==> config.mk <==
export PLATFORM = sky130hd
export DESIGN_NAME = heap_permutation_generator_flat
export DESIGN_NICKNAME = d
export VERILOG_FILES = /design/src/hw/rtl/hpg_pkg.sv /design/src/hw/rtl/hpg_if.sv /design/src/hw/rtl/heap_permutation_generator.sv /design/src/hw/rtl/hpg_elem_mem.sv /design/src/hw/rtl/hpg_level_ctr.sv /design/src/flat_wrapper.sv
export SDC_FILE = /design/constraint.sdc
export NUM_CORES = 1
export LEC_CHECK = 0
export BUFFER_PORTS_ARGS = -buffer_cell sky130_fd_sc_hd__clkbuf_2
export CORE_MARGIN = 2
export CORE_UTILIZATION = 40
export DETAILED_ROUTE_END_ITERATION = 10
export PLACE_DENSITY = 0.62
export REMOVE_ABC_BUFFERS = 1
export SLEW_MARGIN = 30
export SYNTH_ARGS = -nofsm -noshare
export SYNTH_HDL_FRONTEND = slang
export SYNTH_SLANG_ARGS = --single-unit
export TNS_END_PERCENT = 1
==> constraint.sdc <==
create_clock -name clk_i -period 4.5 [get_ports clk_i]
set_input_delay 1.35 -clock clk_i [delete_from_list [all_inputs] [get_ports clk_i]]
set_output_delay 1.35 -clock clk_i [all_outputs]
set_load 0.05 [all_outputs]
==> src/hw/rtl/hpg_pkg.sv <==
package hpg_pkg;

  // Field widths of the request and response transactions
  localparam int unsigned PosW   = 3;
  localparam int unsigned OutW   = 32;
  localparam int unsigned CountW = 4;

  // Request type codes
  localparam logic ReqWrite = 1'b0;
  localparam logic ReqNext  = 1'b1;

  // Sequencer states, one-hot
  typedef enum logic [5:0] {
    S_IDLE    = 6'b000001,
    S_EMIT_RD = 6'b000010,
    S_EMIT_WR = 6'b000100,
    S_ADV_RD  = 6'b001000,
    S_SWAP_A  = 6'b010000,
    S_SWAP_B  = 6'b100000
  } state_e;

  // Commands to the level counter bank
  typedef struct packed {
    logic clear;  // zero every level counter
    logic step;   // advance the counter of the selected level, wrap at the level
  } lvl_cmd_t;

endpackage

==> src/hw/rtl/hpg_if.sv <==
interface hpg_req_if;
  logic                                  valid;
  logic                                  ready;
  logic                                  req_type;
  logic [hpg_pkg::PosW-1:0]              elem_position;
  logic signed [hpg_pkg::OutW-1:0]       elem_value;

  modport source (output valid, req_type, elem_position, elem_value, input ready);
  modport sink   (input valid, req_type, elem_position, elem_value, output ready);
endinterface

interface hpg_rsp_if;
  logic                                  valid;
  logic                                  ready;
  logic signed [hpg_pkg::OutW-1:0]       out_value;
  logic [hpg_pkg::PosW-1:0]              out_position;
  logic                                  last_of_perm;
  logic                                  final_perm;
  logic                                  exhausted;

  modport source (output valid, out_value, out_position, last_of_perm, final_perm, exhausted,
                  input ready);
  modport sink   (input valid, out_value, out_position, last_of_perm, final_perm, exhausted,
                  output ready);
endinterface

==> src/hw/rtl/heap_permutation_generator.sv <==
// Heap's-algorithm permutation generator. Load up to MAX_ELEMENTS values with
// write requests (each write restarts the enumeration, as does a write of
// element_count), then send next requests: each one returns the current
// arrangement as n response transactions, positions 0..n-1, the last one
// flagged, and then steps to the following arrangement in place. Once every
// arrangement has been returned, or when n is zero, a next request returns a
// single transaction flagged exhausted. A next request reads and emits the
// elements one by one through the single-entry output register, waiting while
// the sink stalls, then advances, each level visited being a two-port read and
// two writes of the element memory; the walk may climb past the top level. A
// new request is accepted only while idle with the output register free. The
// user must write element_count only while the block is idle; the block itself
// does not enforce this.
module heap_permutation_generator #(
  parameter int unsigned MAX_ELEMENTS = 8,
  parameter int unsigned VALUE_BITS   = 32
) (
  input  logic                        clk_i,
  input  logic                        rst_ni,
  hpg_req_if.sink                     req,
  hpg_rsp_if.source                   rsp,
  input  logic                        cfg_we_i,
  input  logic [hpg_pkg::CountW-1:0]  cfg_wdata_i
);

  localparam int unsigned AW    = (MAX_ELEMENTS > 1) ? $clog2(MAX_ELEMENTS) : 1;
  localparam int unsigned LW    = $clog2(MAX_ELEMENTS + 1);
  localparam int unsigned KW    = $clog2(MAX_ELEMENTS + 2);
  localparam int unsigned LoadW = (VALUE_BITS < hpg_pkg::OutW) ? VALUE_BITS : hpg_pkg::OutW;

  hpg_pkg::state_e state_q, state_d;

  logic [hpg_pkg::CountW-1:0] count_q;
  logic                       done_flag_q, done_flag_d;
  logic                       fin_q, fin_d;
  logic [AW-1:0]              i_q, i_d;
  logic [KW-1:0]              k_q, k_d;
  logic [AW-1:0]              a_q, a_d;
  logic [AW-1:0]              b_q, b_d;
  logic                       lvl_last_q, lvl_last_d;

  logic                              out_vld_q, out_vld_d;
  logic signed [hpg_pkg::OutW-1:0]   out_val_q, out_val_d;
  logic [hpg_pkg::PosW-1:0]          out_pos_q, out_pos_d;
  logic                              out_last_q, out_last_d;
  logic                              out_fin_q, out_fin_d;
  logic                              out_exh_q, out_exh_d;

  logic [LW-1:0]         n_act;
  logic                  out_free;
  logic                  in_acc;
  logic                  mem_we, mem_re;
  logic [AW-1:0]         mem_waddr, mem_raddr_a, mem_raddr_b;
  logic [VALUE_BITS-1:0] mem_wdata, mem_rdata_a, mem_rdata_b;
  hpg_pkg::lvl_cmd_t     lvl_cmd;
  logic [LW-1:0]         lvl_idx;
  logic [AW-1:0]         lvl_cnt;
  logic                  lvl_wrap;
  logic                  lvl_all_last;

  // Saturate the element count at the store depth
  assign n_act = (int'(count_q) > int'(MAX_ELEMENTS)) ? LW'(MAX_ELEMENTS) : LW'(count_q);

  assign out_free  = !out_vld_q || rsp.ready;
  assign req.ready = (state_q == hpg_pkg::S_IDLE) && out_free;
  assign in_acc    = req.valid && req.ready;
  assign lvl_idx   = LW'(k_q);

  hpg_elem_mem #(
    .DEPTH (MAX_ELEMENTS),
    .WIDTH (VALUE_BITS),
    .AW    (AW)
  ) u_mem (
    .clk_i     (clk_i),
    .we_i      (mem_we),
    .waddr_i   (mem_waddr),
    .wdata_i   (mem_wdata),
    .re_i      (mem_re),
    .raddr_a_i (mem_raddr_a),
    .raddr_b_i (mem_raddr_b),
    .rdata_a_o (mem_rdata_a),
    .rdata_b_o (mem_rdata_b)
  );

  hpg_level_ctr #(
    .MAX_ELEMENTS (MAX_ELEMENTS),
    .AW           (AW),
    .LW           (LW)
  ) u_lvl (
    .clk_i  (clk_i),
    .rst_ni (rst_ni),
    .cmd_i  (lvl_cmd),
    .lvl_i  (lvl_idx),
    .n_i    (n_act),
    .cnt_o  (lvl_cnt),
    .wrap_o (lvl_wrap),
    .last_o (lvl_all_last)
  );

  // Sequence writes, element emission and the level walk
  always_comb begin
    state_d     = state_q;
    done_flag_d = done_flag_q;
    fin_d       = fin_q;
    i_d         = i_q;
    k_d         = k_q;
    a_d         = a_q;
    b_d         = b_q;
    lvl_last_d  = lvl_last_q;
    out_vld_d   = out_vld_q && !rsp.ready;
    out_val_d   = out_val_q;
    out_pos_d   = out_pos_q;
    out_last_d  = out_last_q;
    out_fin_d   = out_fin_q;
    out_exh_d   = out_exh_q;
    mem_we      = 1'b0;
    mem_waddr   = AW'(req.elem_position);
    mem_wdata   = VALUE_BITS'(req.elem_value[LoadW-1:0]);
    mem_re      = 1'b0;
    mem_raddr_a = i_q;
    mem_raddr_b = AW'(k_q - KW'(1));
    lvl_cmd     = '0;

    unique case (state_q)
      hpg_pkg::S_IDLE: begin
        if (in_acc) begin
          if (req.req_type == hpg_pkg::ReqWrite) begin
            // Store the element when in range and restart
            mem_we        = int'(req.elem_position) < int'(MAX_ELEMENTS);
            lvl_cmd.clear = 1'b1;
            done_flag_d   = 1'b0;
          end else if ((n_act == '0) || done_flag_q) begin
            out_vld_d  = 1'b1;
            out_val_d  = '0;
            out_pos_d  = '0;
            out_last_d = 1'b1;
            out_fin_d  = 1'b0;
            out_exh_d  = 1'b1;
          end else begin
            fin_d   = lvl_all_last;
            i_d     = '0;
            state_d = hpg_pkg::S_EMIT_RD;
          end
        end
      end

      hpg_pkg::S_EMIT_RD: begin
        mem_re  = 1'b1;
        state_d = hpg_pkg::S_EMIT_WR;
      end

      hpg_pkg::S_EMIT_WR: begin
        // Hand the element to the output register once it is free
        if (out_free) begin
          out_vld_d  = 1'b1;
          out_val_d  = hpg_pkg::OutW'(mem_rdata_a[LoadW-1:0]);
          out_pos_d  = hpg_pkg::PosW'(i_q);
          out_last_d = (LW'(i_q) + LW'(1)) == n_act;
          out_fin_d  = fin_q;
          out_exh_d  = 1'b0;
          if ((LW'(i_q) + LW'(1)) == n_act) begin
            k_d     = KW'(2);
            state_d = hpg_pkg::S_ADV_RD;
          end else begin
            i_d     = i_q + AW'(1);
            state_d = hpg_pkg::S_EMIT_RD;
          end
        end
      end

      hpg_pkg::S_ADV_RD: begin
        if (k_q > KW'(n_act)) begin
          // Climbed past the top level: no arrangement remains
          done_flag_d = 1'b1;
          state_d     = hpg_pkg::S_IDLE;
        end else begin
          mem_re      = 1'b1;
          mem_raddr_a = k_q[0] ? '0 : lvl_cnt;
          a_d         = mem_raddr_a;
          b_d         = mem_raddr_b;
          lvl_cmd.step = 1'b1;
          lvl_last_d  = !lvl_wrap;
          if (lvl_wrap) begin
            k_d = k_q + KW'(1);
          end
          state_d = hpg_pkg::S_SWAP_A;
        end
      end

      hpg_pkg::S_SWAP_A: begin
        mem_we    = 1'b1;
        mem_waddr = a_q;
        mem_wdata = mem_rdata_b;
        state_d   = hpg_pkg::S_SWAP_B;
      end

      hpg_pkg::S_SWAP_B: begin
        mem_we    = 1'b1;
        mem_waddr = b_q;
        mem_wdata = mem_rdata_a;
        state_d   = lvl_last_q ? hpg_pkg::S_IDLE : hpg_pkg::S_ADV_RD;
      end

      default: begin
        state_d = hpg_pkg::S_IDLE;
      end
    endcase

    // Writing the count restarts the enumeration
    if (cfg_we_i) begin
      lvl_cmd.clear = 1'b1;
      done_flag_d   = 1'b0;
    end
  end

  // Control registers
  always_ff @(posedge clk_i or negedge rst_ni) begin
    if (!rst_ni) begin
      state_q     <= hpg_pkg::S_IDLE;
      count_q     <= '0;
      done_flag_q <= 1'b0;
      out_vld_q   <= 1'b0;
      i_q         <= '0;
      k_q         <= '0;
      lvl_last_q  <= 1'b0;
    end else begin
      state_q     <= state_d;
      done_flag_q <= done_flag_d;
      out_vld_q   <= out_vld_d;
      i_q         <= i_d;
      k_q         <= k_d;
      lvl_last_q  <= lvl_last_d;
      if (cfg_we_i) begin
        count_q <= cfg_wdata_i;
      end
    end
  end

  // Payload registers
  always_ff @(posedge clk_i) begin
    fin_q      <= fin_d;
    a_q        <= a_d;
    b_q        <= b_d;
    out_val_q  <= out_val_d;
    out_pos_q  <= out_pos_d;
    out_last_q <= out_last_d;
    out_fin_q  <= out_fin_d;
    out_exh_q  <= out_exh_d;
  end

  assign rsp.valid        = out_vld_q;
  assign rsp.out_value    = out_val_q;
  assign rsp.out_position = out_pos_q;
  assign rsp.last_of_perm = out_last_q;
  assign rsp.final_perm   = out_fin_q;
  assign rsp.exhausted    = out_exh_q;

  // A swap write always follows the two-port read of the level walk
  a_swap_after_read: assert property (@(posedge clk_i) disable iff (!rst_ni)
    state_q == hpg_pkg::S_SWAP_A |-> $past(state_q) == hpg_pkg::S_ADV_RD)
    else $error("swap write without preceding read");

  // The level index of the walk stays within 2..n+1, n+1 meaning past the top
  a_level_range: assert property (@(posedge clk_i) disable iff (!rst_ni)
    state_q == hpg_pkg::S_ADV_RD |-> (k_q >= KW'(2)) && (k_q <= KW'(n_act) + KW'(1)))
    else $error("level index out of range");

  // An exhausted result is a lone, last, non-final transaction
  a_exh_shape: assert property (@(posedge clk_i) disable iff (!rst_ni)
    out_vld_q && out_exh_q |-> out_last_q && !out_fin_q && (out_pos_q == '0))
    else $error("malformed exhausted result");

  // Exhaustion is only reached by climbing out of the level walk
  a_done_source: assert property (@(posedge clk_i) disable iff (!rst_ni)
    $rose(done_flag_q) |-> $past(state_q) == hpg_pkg::S_ADV_RD)
    else $error("finished flag set outside the level walk");

endmodule

==> src/hw/rtl/hpg_elem_mem.sv <==
module hpg_elem_mem #(
  parameter int unsigned DEPTH = 8,
  parameter int unsigned WIDTH = 32,
  parameter int unsigned AW    = 3
) (
  input  logic             clk_i,
  input  logic             we_i,
  input  logic [AW-1:0]    waddr_i,
  input  logic [WIDTH-1:0] wdata_i,
  input  logic             re_i,
  input  logic [AW-1:0]    raddr_a_i,
  input  logic [AW-1:0]    raddr_b_i,
  output logic [WIDTH-1:0] rdata_a_o,
  output logic [WIDTH-1:0] rdata_b_o
);

  logic [WIDTH-1:0] mem [DEPTH];
  logic [WIDTH-1:0] rdata_a_q;
  logic [WIDTH-1:0] rdata_b_q;

  // Write one entry per cycle
  always_ff @(posedge clk_i) begin
    if (we_i) begin
      mem[waddr_i] <= wdata_i;
    end
  end

  // Read two entries, hold the data until the next read
  always_ff @(posedge clk_i) begin
    if (re_i) begin
      rdata_a_q <= mem[raddr_a_i];
      rdata_b_q <= mem[raddr_b_i];
    end
  end

  assign rdata_a_o = rdata_a_q;
  assign rdata_b_o = rdata_b_q;

endmodule

==> src/hw/rtl/hpg_level_ctr.sv <==
module hpg_level_ctr #(
  parameter int unsigned MAX_ELEMENTS = 8,
  parameter int unsigned AW = 3,
  parameter int unsigned LW = 4
) (
  input  logic              clk_i,
  input  logic              rst_ni,
  input  hpg_pkg::lvl_cmd_t cmd_i,
  input  logic [LW-1:0]     lvl_i,
  input  logic [LW-1:0]     n_i,
  output logic [AW-1:0]     cnt_o,
  output logic              wrap_o,
  output logic              last_o
);

  logic [AW-1:0] cnt_q [MAX_ELEMENTS+1];

  assign cnt_o  = cnt_q[lvl_i];
  // The level is done once its counter reaches one less than the level number
  assign wrap_o = (LW'(cnt_q[lvl_i]) + LW'(1)) >= lvl_i;

  // Last arrangement: every active level sits on its final pass
  always_comb begin
    last_o = 1'b1;
    for (int k = 2; k <= int'(MAX_ELEMENTS); k++) begin
      if (!((LW'(k) > n_i) || (cnt_q[k] == AW'(k - 1)))) begin
        last_o = 1'b0;
      end
    end
  end

  // Clear on restart, step the selected level while advancing
  always_ff @(posedge clk_i or negedge rst_ni) begin
    if (!rst_ni) begin
      for (int k = 0; k <= int'(MAX_ELEMENTS); k++) begin
        cnt_q[k] <= '0;
      end
    end else if (cmd_i.clear) begin
      for (int k = 0; k <= int'(MAX_ELEMENTS); k++) begin
        cnt_q[k] <= '0;
      end
    end else if (cmd_i.step) begin
      if (wrap_o) begin
        cnt_q[lvl_i] <= '0;
      end else begin
        cnt_q[lvl_i] <= cnt_q[lvl_i] + AW'(1);
      end
    end
  end

endmodule
==> src/flat_wrapper.sv <==
// flat-port wrapper written by rule: the top's interface ports become plain ports
module heap_permutation_generator_flat 
#(
  parameter int unsigned MAX_ELEMENTS = 8,
  parameter int unsigned VALUE_BITS   = 32
)
  (clk_i, rst_ni, cfg_we_i, cfg_wdata_i, req_valid, req_req_type, req_elem_position, req_elem_value, req_ready, rsp_valid, rsp_out_value, rsp_out_position, rsp_last_of_perm, rsp_final_perm, rsp_exhausted, rsp_ready);
  hpg_req_if req_i ();
  hpg_rsp_if rsp_i ();
  input  logic clk_i;
  input  logic rst_ni;
  input  logic cfg_we_i;
  input  logic [hpg_pkg::CountW-1:0] cfg_wdata_i;
  input wire logic [$bits(req_i.valid)-1:0] req_valid;
  input wire logic [$bits(req_i.req_type)-1:0] req_req_type;
  input wire logic [$bits(req_i.elem_position)-1:0] req_elem_position;
  input wire logic [$bits(req_i.elem_value)-1:0] req_elem_value;
  output wire logic [$bits(req_i.ready)-1:0] req_ready;
  output wire logic [$bits(rsp_i.valid)-1:0] rsp_valid;
  output wire logic [$bits(rsp_i.out_value)-1:0] rsp_out_value;
  output wire logic [$bits(rsp_i.out_position)-1:0] rsp_out_position;
  output wire logic [$bits(rsp_i.last_of_perm)-1:0] rsp_last_of_perm;
  output wire logic [$bits(rsp_i.final_perm)-1:0] rsp_final_perm;
  output wire logic [$bits(rsp_i.exhausted)-1:0] rsp_exhausted;
  input wire logic [$bits(rsp_i.ready)-1:0] rsp_ready;
  assign req_i.valid = req_valid;
  assign req_i.req_type = req_req_type;
  assign req_i.elem_position = req_elem_position;
  assign req_i.elem_value = req_elem_value;
  assign req_ready = req_i.ready;
  assign rsp_valid = rsp_i.valid;
  assign rsp_out_value = rsp_i.out_value;
  assign rsp_out_position = rsp_i.out_position;
  assign rsp_last_of_perm = rsp_i.last_of_perm;
  assign rsp_final_perm = rsp_i.final_perm;
  assign rsp_exhausted = rsp_i.exhausted;
  assign rsp_i.ready = rsp_ready;
  heap_permutation_generator #(.MAX_ELEMENTS(MAX_ELEMENTS), .VALUE_BITS(VALUE_BITS)) u_core (.clk_i(clk_i), .rst_ni(rst_ni), .req(req_i), .rsp(rsp_i), .cfg_we_i(cfg_we_i), .cfg_wdata_i(cfg_wdata_i));
endmodule
Word-level counts from Yosys, hierarchy flattened:

Memories as Yosys holds them, arrays and structs flattened. A register that Yosys moved wholly into a read port is not among the register bits.
Index checks and enable logic that the tools add are counted.

* flip-flop bits (word level): 92
* bits in latches: 0
* RAM bits: 256
* bits in read-only memories: 0
* bits of input ports: 45
* output and inout port bits: 40
* word-level logic and storage cells: 181
* memories kept: 1

Memory list
* u_core.u_mem.mem: words 8, bits a word 32, rd ports 2, clocked after memory_dff 2, wr ports 1, RTL line hpg_elem_mem.sv:17 `logic [WIDTH-1:0] mem [DEPTH];`

* add/sub/neg operators: 6
* multiply operators: 0
* divide/modulo/power cells: 0
* order comparisons: 12
* eq/ne operators: 26
* shift operators: 0
* muxes and demuxes: 77
* bitwise gates (word level): 5
* reduce and logical (&&, ||, !) cells: 30

Operator list (number)
* $mux 32: 4
* $pmux 32 s2: 2
* $mux 27: 3
* $mux 3: 15
* $pmux 6 s6: 1
* $mux 4: 7
* $and 27x27->27: 1
* $bwmux 27: 1
* $not 27->27: 1
* $mux 1: 26
* $mux 6: 4
* $pmux 3 s2: 3
* $gt 3x4->1 const A: 4
* $pmux 1 s2: 7
* $bmux 3 s4: 1
* $demux 3 s4: 1
* $eq 3x3->1 const B: 4
* $reduce_and 4->1: 3
* $reduce_and 6->1: 2
* $ne 2x2->1 const B: 5
* $reduce_and 5->1: 2
* $logic_or 1x1->1: 9
* $add 3x1->4 const B: 2
* $gt 2x4->1 const A: 2
* other kinds (32): 46

Longest topological paths before layout:

Gate-level depths: netlist (run 1).

* depth in word-level cells: 10
* gate-level depth with buffers: 17
* gate-level depth less buffers: 15

Cells and area by module:

Synthesis (run 1) repeated with hierarchy kept, for this count alone.

* cell total of the unflattened synthesis: 1102
* area total of the unflattened synthesis: 19180.9 um2

Modules (own cells, without submodules)
* hpg_elem_mem: instances 1, cells an instance 561, area an instance 13820.8 um2, seq. area each 9609.2 um2
* heap_permutation_generator: instances 1, cells an instance 359, area an instance 3593.4 um2, seq. area each 1853.0 um2
* hpg_level_ctr: instances 1, cells an instance 182, area an instance 1766.7 um2, seq. area each 675.6 um2

Least setup slack after synthesis (run 1):

No wires, ideal clock.

* path kind: input port to flip-flop
* start: input rsp_ready
* end: memory u_core.u_mem.mem[6][0], enable pin
* library setup time: 0.421 ns
* data arrival time: 4.077 ns
* required time: 4.079 ns
* path slack: 0.001 ns
* cell stages on the path: 6
* buffers on the path: 0
* cell sequence: nor2b_1 -> nor2_1 -> nand3b_1 -> o21ai_0 -> nand2_1 -> nor2_1

* cells in the longest elaborated chain, start to end: 7

RTL lines
* start: declaration: RTL line flat_wrapper.sv:25 `input wire logic [$bits(rsp_i.ready)-1:0] rsp_ready;`
* $logic_or 1x1->1: RTL line heap_permutation_generator.sv:64 `assign out_free = !out_vld_q || rsp.ready;`
* $logic_and 1x1->1: RTL line heap_permutation_generator.sv:65 `assign req.ready = (state_q == hpg_pkg::S_IDLE) && out_free;`
* net req_ready: RTL line flat_wrapper.sv:18 `output wire logic [$bits(req_i.ready)-1:0] req_ready;`
* $logic_and 1x1->1: RTL line heap_permutation_generator.sv:66 `assign in_acc = req.valid && req.ready;`
* $mux 1: RTL line heap_permutation_generator.sv:126 `if (in_acc) begin`
* $pmux 1 s2: RTL line heap_permutation_generator.sv:124 `unique case (state_q)`
* $mux 1: RTL line hpg_elem_mem.sv:23 `if (we_i) begin`
* $mux 1 (implied by the code): RTL line hpg_elem_mem.sv:24 `mem[waddr_i] <= wdata_i;`
* end: declaration: RTL line hpg_elem_mem.sv:17

The timed path passes the listed nets, and every way through them passes these cells.

Final worst setup path (run 1):

* start: register u_core.k_q[2]
* end: register u_core.u_mem.rdata_a_q[18], in the netlist u_core.u_mem.rdata_a_o[18] (read register of u_core.u_mem.mem) (data pin)

* cells in the longest elaborated chain, start to end: 7
* elaborated cells on any way between the ends: 10
* those cells by class: order compare: 1; mux: 8; bitwise: 1

RTL lines
* start: declaration: RTL line heap_permutation_generator.sv:37 `logic [KW-1:0] k_q, k_d;`
* start signal: assignment: RTL line heap_permutation_generator.sv:231 `k_q <= k_d;`
* $not 4->5 (implied by the code): RTL line hpg_level_ctr.sv:18 `assign cnt_o = cnt_q[lvl_i];`
* $bmux 3 s4: RTL line hpg_level_ctr.sv:18
* $mux 3 (implied by the code) (2 in a row): RTL line hpg_level_ctr.sv:18
* $mux 3: RTL line heap_permutation_generator.sv:178 `mem_raddr_a = k_q[0] ? '0 : lvl_cnt;`
* $mux 3: RTL line heap_permutation_generator.sv:172 `if (k_q > KW'(n_act)) begin`
* $mux 3: RTL line heap_permutation_generator.sv:124
* end: declaration: RTL line hpg_elem_mem.sv:18 `logic [WIDTH-1:0] rdata_a_q;`

Several ways; a longest one is shown, not always the timed one. The select of a mux whose other input is x is not followed.
A chain may end at the register's enable or synchronous reset.

==> run_results.csv, run 1 <==
group,metric,value,unit
sta,worst_slew_pin_slew,0.982,ns
pwr,p_seq_share,38.9,%
worst_setup_path,startpoint,"u_core.k_q[2]",
worst_setup_path,crit_fanout,40,
pwr,power.density,557,nW/um^2
cells_and_area,diodes,0,
floorplan,pin_count,85,
pwr,peakVddDrop,0.340,mV
drt,vias_per_cell,5.61,
floorplan,die_area,50600,um^2
cells_and_area,final_cells,1968,
drt,drtPass1Iterations,7,
global_routing,grt_overflow,0,
floorplan,rows,80,
clock_tree,clk_latency,0.60,ns
place,dpl.hpwl,26300,um
worst_setup_path,rr_endpoint,"u_core.u_mem.rdata_a_o[18]",
worst_setup_path,critPathArrivalTime,4.32,ns
sta,slew_headroom,34.6,%
yosys,yosysMostFrequentCell,"edfxtp_1",
cells_and_area,fin_nets,1378,
clock_tree,root_buffer,"clkbuf_16",
global_routing,track_usage,18.3,%
yosys,synth_area_leader_cell,"edfxtp_1",
pwr,p_leak,8.05,nW
global_routing,grt_max_degree,65,
worst_setup_path,start_kind,"register",
cells_and_area,final_layout_size_suffix_gt1_share,26.5,%
worst_setup_path,cp-endpoint,"u_core.u_mem.rdata_a_o[18]",
status,status,"completed",
clock_tree,clk_path_buf_depth,3,
yosys,synth_ff_type,"edfxtp_1",
pwr,p_total,12.3,mW
clock_tree,post_cts_buffers,0,
sta,post-route-period-util,88.6,%
floorplan,die_h,225,um
yosys,synthArstFlopShare,11.4,%
clock_tree,numCtsBuffers,46,
clock_tree,cts.sinks,412,
run,cap_violations,0,
pwr,switching_share,31.1,%
cells_and_area,area_growth,13.6,%
drt,ant_nets,0,
yosys,synthCells,1222,
yosys,synth_cell_types,70,
sta,fin_hold_ws,0.483,ns
sta,worst_clock_skew,0.0220,ns
place,io_buffers,84,
drt,drc,0,
yosys,netlist_area,19500,um^2
pwr,pwr-share-clk,29.3,%
yosys,ys_top_cells_by_count,"edfxtp_1 (365), mux2i_1 (215), nand2_1 (92)",
sta,finalCriticalPeriod,3.99,ns
worst_setup_path,critPathKind,"reg -> reg",
worst_setup_path,required,4.83,ns
worst_setup_path,reg2reg_depth,11,
sta,slew_violations,0,
clock_tree,htree_levels,2,
drt,initialDrtViolationCount,806,
worst_setup_path,reg2reg_from,"u_core.k_q[2]",
floorplan,start_util,40.7,%
yosys,synthTopCellsByArea,"edfxtp_1 (56%), mux2i_1 (11%), mux4_2 (7.5%), dfrtp_1 (5.9%), mux2_4 (2.4%)",
yosys,yosys.area.top_type_share,56.2,%
yosys,synth_edf_count,365,
floorplan,core,47900,um^2
pwr,p_switching,3.83,mW
global_routing,grt_pass1_wl,69400,um
place,dp.cells,1884,
sta,max_freq,251,MHz
global_routing,grt_pass1_vias,11500,
yosys,yosysSeqAreaShare,62.2,%
worst_setup_path,worstSetupEndpointType,"register",
cells_and_area,stdcell_area,22200,um^2
yosys,ys_ff_latch,412,
yosys,postSynthAreaPerCell,16.0,um^2
sta,hold_viol,0,
clock_tree,hold_buffers,0,
yosys,ys_warn_count,0,
drt,vias,11100,
pwr,pwr-share-comb,31.7,%
floorplan,die_w,225,um
place,gp_congestion,0.831,
drt,wirelength,45800,um
clock_tree,clk_pin_slew,0.06,ns
hold_path,hold_class,"reg -> reg",
sta,finalSetupViolCount,0,
drt,wl_per_cell,23.3,um
global_routing,antenna_found_initial,0,
place,dpl-instance-area,20700,um^2
sta,grt_setup_unrepaired,"no",
clock_tree,cts_resized,0,
pwr,intPower,8.51,mW
clock_tree,cts_tree,"built",
worst_setup_path,reg2reg_slack,0.51,ns
==> area by class of cell <==
cell class / count / area, um^2
Clock buffer: 63 / 1240
Clock inverter: 21 / 196
Fill cell: 4076 / 25800
Inverter: 14 / 52.6
Multi-Input combinational cell: 721 / 6940
Sequential cell: 412 / 12100
Tap cell: 615 / 769
Timing Repair Buffer: 122 / 813
==> layer usage <==
layer / part of all wire, % / GRT usage [%] / routed length [um]
met5: 0 / 0 / 0
met3: 5.4 / 3.11 / 2480
met1: 44 / 25.2 / 20400
met2: 48 / 30.0 / 22000
met4: 2.2 / 5.19 / 985
==> power groups by stage <==
stage / logic (mW) / clock network [mW] / registers (mW)
after CTS: 3.96 / 3.70 / 4.81
after detailed placement: 3.94 / 0 / 4.88
final: 3.92 / 3.62 / 4.81
after global placement: 3.84 / 0 / 4.88
after floorplan: 2.81 / 0 / 5.02
after global routing: 4.19 / 3.84 / 4.84
==> worst max-delay path: stages (launching register included) <==
cell     delay (ns)
dfrtp_1        0.60
mux2i_1        0.14
nor2_1         0.12
a21oi_1        0.06
o32ai_1        0.63
ha_1           0.33
and4b_4        0.23
nor3_4         0.59
buf_12         0.36
mux2i_1        0.25
mux2i_1        0.10
mux2_4         0.29
==> state kept, by name, indices dropped and copies added (netlist names) <==
signal and cells:
u_core.u_mem.mem 256, u_core.rsp.out_value 32, u_core.u_mem.rdata_a_o 32, u_core.u_mem.rdata_b_o 32, u_core.u_lvl.cnt_q 27, u_core.state_q 6, u_core.count_q 4, u_core.k_q 4
u_core.a_q 3, u_core.b_q 3, u_core.i_q 3, u_core.rsp.out_position 3, u_core.done_flag_q 1, u_core.fin_q 1, u_core.lvl_last_q 1, u_core.rsp.exhausted 1
u_core.rsp.final_perm 1, u_core.rsp.last_of_perm 1, u_core.rsp.valid 1
==> kinds of logic (layout without fill, tap and decap cells) <==
kind of cell    Yosys count  in the layout  synth area share [%]
compound gates          112            112                  4.37
xor+xnor                  4              4                 0.180
fa+ha+maj                16             16                  1.03
buf+inv                  89            220                  2.89
flops                   412            412                  62.2
mux                     350            350                  23.2
simple gates            239            239                  6.14
==> layout by cell type, fill, tap and decap left out, types with 6 or more instances in the layout <==
cell type | Yosys | routed
a21oi_1 | 15 | 15
a22oi_1 | 34 | 34
a31oi_1 | 6 | 6
and2_1 | 10 | 10
and3_1 | 40 | 40
buf_12 | 7 | 7
buf_4 | 6 | 30
clkbuf_1 | 35 | 14
clkbuf_16 | 0 | 46
clkbuf_2 | 0 | 84
clkinv_2 | 0 | 10
dfrtp_1 | 46 | 45
edfxtp_1 | 365 | 365
ha_1 | 16 | 15
inv_1 | 12 | 12
mux2_2 | 39 | 39
mux2_4 | 31 | 31
mux2i_1 | 215 | 215
mux4_2 | 65 | 65
nand2_1 | 92 | 91
nand2b_1 | 10 | 10
nand3_1 | 13 | 13
nor2_1 | 42 | 31
nor2_4 | 0 | 10
nor2b_1 | 7 | 7
o21ai_0 | 10 | 10
o2bb2ai_1 | 12 | 12
==> through the flow <==
stage / util, % / setup TNS, ns / setup WS, ns
global route: 46.2 / 0 / 0.267
CTS: 46.2 / 0 / 0.534
global placement: 43.1 / 0 / 0.597
finish: 46.2 / 0 / 0.514
floorplan: - / -609.76 / -5.48
detailed placement: 43.2 / 0 / 0.535
==> worst min-delay path by stage <==
stage,depth (start not counted),end,start
2_1_floorplan,1,u_core.u_lvl.cnt_q[22],u_core.u_lvl.cnt_q[22]
3_3_place_gp,1,u_core.u_lvl.cnt_q[22],u_core.u_lvl.cnt_q[22]
3_5_place_dp,1,u_core.u_lvl.cnt_q[22],u_core.u_lvl.cnt_q[22]
4_1_cts,1,u_core.u_lvl.cnt_q[22],u_core.u_lvl.cnt_q[22]
5_1_grt,1,u_core.u_lvl.cnt_q[22],u_core.u_lvl.cnt_q[22]
6_report,1,u_core.u_lvl.cnt_q[22],u_core.u_lvl.cnt_q[22]
No activity file was read; power rests on OpenSTA's default activity.
==> run 2: changes to the inputs <==
--- a/config.mk
+++ b/config.mk
@@ -5,6 +5,7 @@
 export SDC_FILE = /design/constraint.sdc
 export NUM_CORES = 1
 export LEC_CHECK = 0
+export ABC_AREA = 1
 export BUFFER_PORTS_ARGS = -buffer_cell sky130_fd_sc_hd__clkbuf_2
 export CORE_MARGIN = 2
 export CORE_UTILIZATION = 40
==> run_results.csv, run 2 <==
group,metric,value,unit
status,status,"completed",
pwr,p_leak,9.32,nW
place,io_buffers,84,
worst_setup_path,cp_slowest_cell,"dfrtp_4",
worst_setup_path,path_cells,"inv_4 > a21oi_1 > o21ai_1 > nand2_1 > o22ai_1 > inv_1 > ha_1 > inv_1 > nand2_1 > and2_1 > ha_1 > nand3_1 > nand3_1 > inv_1 > nand3_1 > a21oi_1",
floorplan,die_area,52700,um^2
sta,fin_hold_ws,0.516,ns
worst_setup_path,critPathKind,"reg -> reg",
yosys,synthCells,2224,
drt,initialDrtViolationCount,1920,
hold_path,hold_class,"reg -> reg",
global_routing,busiest_layer,"met2",
yosys,synth_area_leader_cell,"edfxtp_1",
global_routing,antenna_found_initial,0,
yosys,postSynthAreaPerCell,9.15,um^2
global_routing,track_usage,22.1,%
global_routing,grt_overflow,0,
sta,tns,0,ns
worst_setup_path,reg2reg_slack,0.62,ns
pwr,pwr-share-clk,33.6,%
yosys,netlist_area,20400,um^2
pwr,pwr-share-comb,21.3,%
clock_tree,root_buffer,"clkbuf_16",
pwr,power.density,455,nW/um^2
place,dp.cells,2878,
sta,finalCriticalPeriod,3.88,ns
worst_setup_path,critPathArrivalTime,4.37,ns
global_routing,use_met2,36.2,%
sta,finalSetupViolCount,0,
clock_tree,cts_tree,"built",
worst_setup_path,start_kind,"register",
clock_tree,numCtsBuffers,44,
sta,max_freq,258,MHz
yosys,synthTopCellsByArea,"edfxtp_1 (54%), nand2_1 (11%), nand3_1 (6.4%), dfrtp_1 (5.7%), nor2_1 (5.4%)",
drt,vias_per_cell,5.55,
worst_setup_path,cp-endpoint,"u_core.u_lvl.cnt_q[8]",
drt,drtPass1Iterations,6,
pwr,switching_share,31.9,%
sta,post-route-period-util,86.3,%
sta,slew_headroom,36.6,%
floorplan,core,50200,um^2
floorplan,rows,82,
floorplan,die_h,230,um
global_routing,grtUsageMet3,3.75,%
clock_tree,htree_levels,2,
clock_tree,post_cts_buffers,0,
worst_setup_path,crit_fanout,49,
yosys,yosys.area.top_type_share,53.8,%
clock_tree,hold_buffers,0,
worst_setup_path,crit_buf_inv,4,
drt,wirelength,58400,um
worst_setup_path,cp_top_family,"simple AND/OR/NAND/NOR gates",
yosys,synth_edf_count,365,
yosys,synth_cell_types,47,
yosys,ys_warn_count,0,
sta,worst_clock_skew,0.0125,ns
sta,hold_viol,0,
drt,drc,0,
cells_and_area,diodes,0,
global_routing,grt_pass1_vias,16300,
global_routing,gr-usage-met1,29.7,%
run,cap_violations,0,
global_routing,grt_max_degree,127,
place,gp_congestion,0.877,
pwr,p_seq_share,45.2,%
cells_and_area,final_layout_size_suffix_gt1_share,9.83,%
sta,worst_slew_pin_slew,0.950,ns
yosys,ys_ff_latch,412,
cells_and_area,final_core_util,45.4,%
worst_setup_path,cp.depth,16,
worst_setup_path,worstSetupEndpointType,"register",
place,dpl.hpwl,32300,um
clock_tree,cts.sinks,412,
clock_tree,clk_pin_slew,0.06,ns
clock_tree,cts_resized,0,
pwr,peakVddDrop,0.328,mV
drt,ant_nets,0,
clock_tree,clk_latency,0.58,ns
cells_and_area,final_cells,2960,
worst_setup_path,slowest_delay,0.53,ns
yosys,synthArstFlopShare,11.4,%
worst_setup_path,startpoint,"u_core.k_q[0]",
clock_tree,clk_path_buf_depth,3,
yosys,ys_top_cells_by_count,"nand2_1 (623), edfxtp_1 (365), nor2_1 (293)",
cells_and_area,largest_reg_flops,256,
cells_and_area,largest-register,"u_core.u_mem.mem",
drt,wl_per_cell,19.7,um
drt,vias,16400,
pwr,p_switching,3.30,mW
worst_setup_path,required,4.99,ns
yosys,yosysMostFrequentCell,"nand2_1",
pwr,intPower,7.05,mW
floorplan,pin_count,85,
yosys,yosysSeqAreaShare,59.6,%
worst_setup_path,reg2reg_depth,16,
worst_setup_path,rr_endpoint,"u_core.u_lvl.cnt_q[8]",
sta,slew_violations,0,
floorplan,die_w,230,um
cells_and_area,area_growth,11.9,%
cells_and_area,final_common_cell,"nand2_1",
yosys,synth_ff_type,"edfxtp_1",
cells_and_area,fin_nets,2313,
sta,grt_setup_unrepaired,"no",
global_routing,grt_pass1_wl,91400,um
cells_and_area,final_cell_mix,"nand2_1 (622), edfxtp_1 (365), nor2_1 (285)",
floorplan,start_util,40.6,%
worst_setup_path,reg2reg_from,"u_core.k_q[0]",
## run 2: changes by cell type in the layout (fill, tap and decap cells not counted), moves of 38 or more
cell / before / now
inv_1: 12 / 108
mux4_2: 65 / 0
nand2_1: 91 / 622
nand3_1: 13 / 261
o22ai_1: 0 / 43
mux2i_1: 215 / 0
o21ai_0: 10 / 155
nor2_1: 31 / 285
mux2_2: 39 / 0
and3_1: 40 / 2
## run 2: worst min-delay path by stage
stage,startpoint,cells after the start,slack [ns],to
floorplan,u_core.u_lvl.cnt_q[25],2,0.48,u_core.u_lvl.cnt_q[25]
global placement,u_core.lvl_last_q,1,0.50,u_core.lvl_last_q
detailed placement,u_core.u_lvl.cnt_q[24],2,0.50,u_core.u_lvl.cnt_q[24]
CTS,u_core.lvl_last_q,1,0.52,u_core.lvl_last_q
global route,u_core.lvl_last_q,1,0.53,u_core.lvl_last_q
finish,u_core.lvl_last_q,1,0.52,u_core.lvl_last_q
## run 2: routing by layer
metal	share of wire [%]	vias to the layer above	wire length [um]
met1	43	7980	25200
met4	2.0	0	1170
met3	7.7	93	4480
met2	47	697	27500
li1	-	7660	-
met5	0	-	0
## run 2: cell families (layout without fill, tap and decap cells)
kind of cell	Yosys count	count (layout)	synth area share [%]
DFF	412	412	59.6
buffers and inverters	257	321	5.54
and+or+nand+nor	1220	1220	24.8
xor gates and xnor gates	6	6	0.258
AOI/OAI and AO/OA	313	313	8.78
adders and majority gates	16	16	0.983
## run 2: area by class of cell
cell class / instances / area, um^2
Fill cell: 4724 / 27400
Sequential cell: 412 / 12100
Multi-Input combinational cell: 1555 / 7220
Clock buffer: 55 / 1170
Tap cell: 672 / 841
Timing Repair Buffer: 122 / 781
Inverter: 117 / 448
Clock inverter: 27 / 176
## run 2: power by group through the flow
stage	Combinational [mW]	Sequential (mW)	Clock, mW
6_report	2.20	4.68	3.48
5_1_grt	2.44	4.71	3.69
3_3_place_gp	2.17	4.76	0
3_5_place_dp	2.21	4.75	0
4_1_cts	2.22	4.68	3.54
2_1_floorplan	1.09	5.12	0
## run 2: stage by stage
| step | power (mW) | instance area [um^2] | setup slack, ns |
|---|---|---|---|
| 2_1_floorplan | 6.21 | 19700 | -3.83 |
| 3_3_place_gp | 6.93 | 21400 | 0.724 |
| 3_5_place_dp | 6.96 | 21400 | 0.665 |
| 4_1_cts | 10.4 | 22800 | 0.653 |
| 5_1_grt | 10.8 | 22800 | 0.314 |
| 6_report | 10.4 | 22800 | 0.618 |
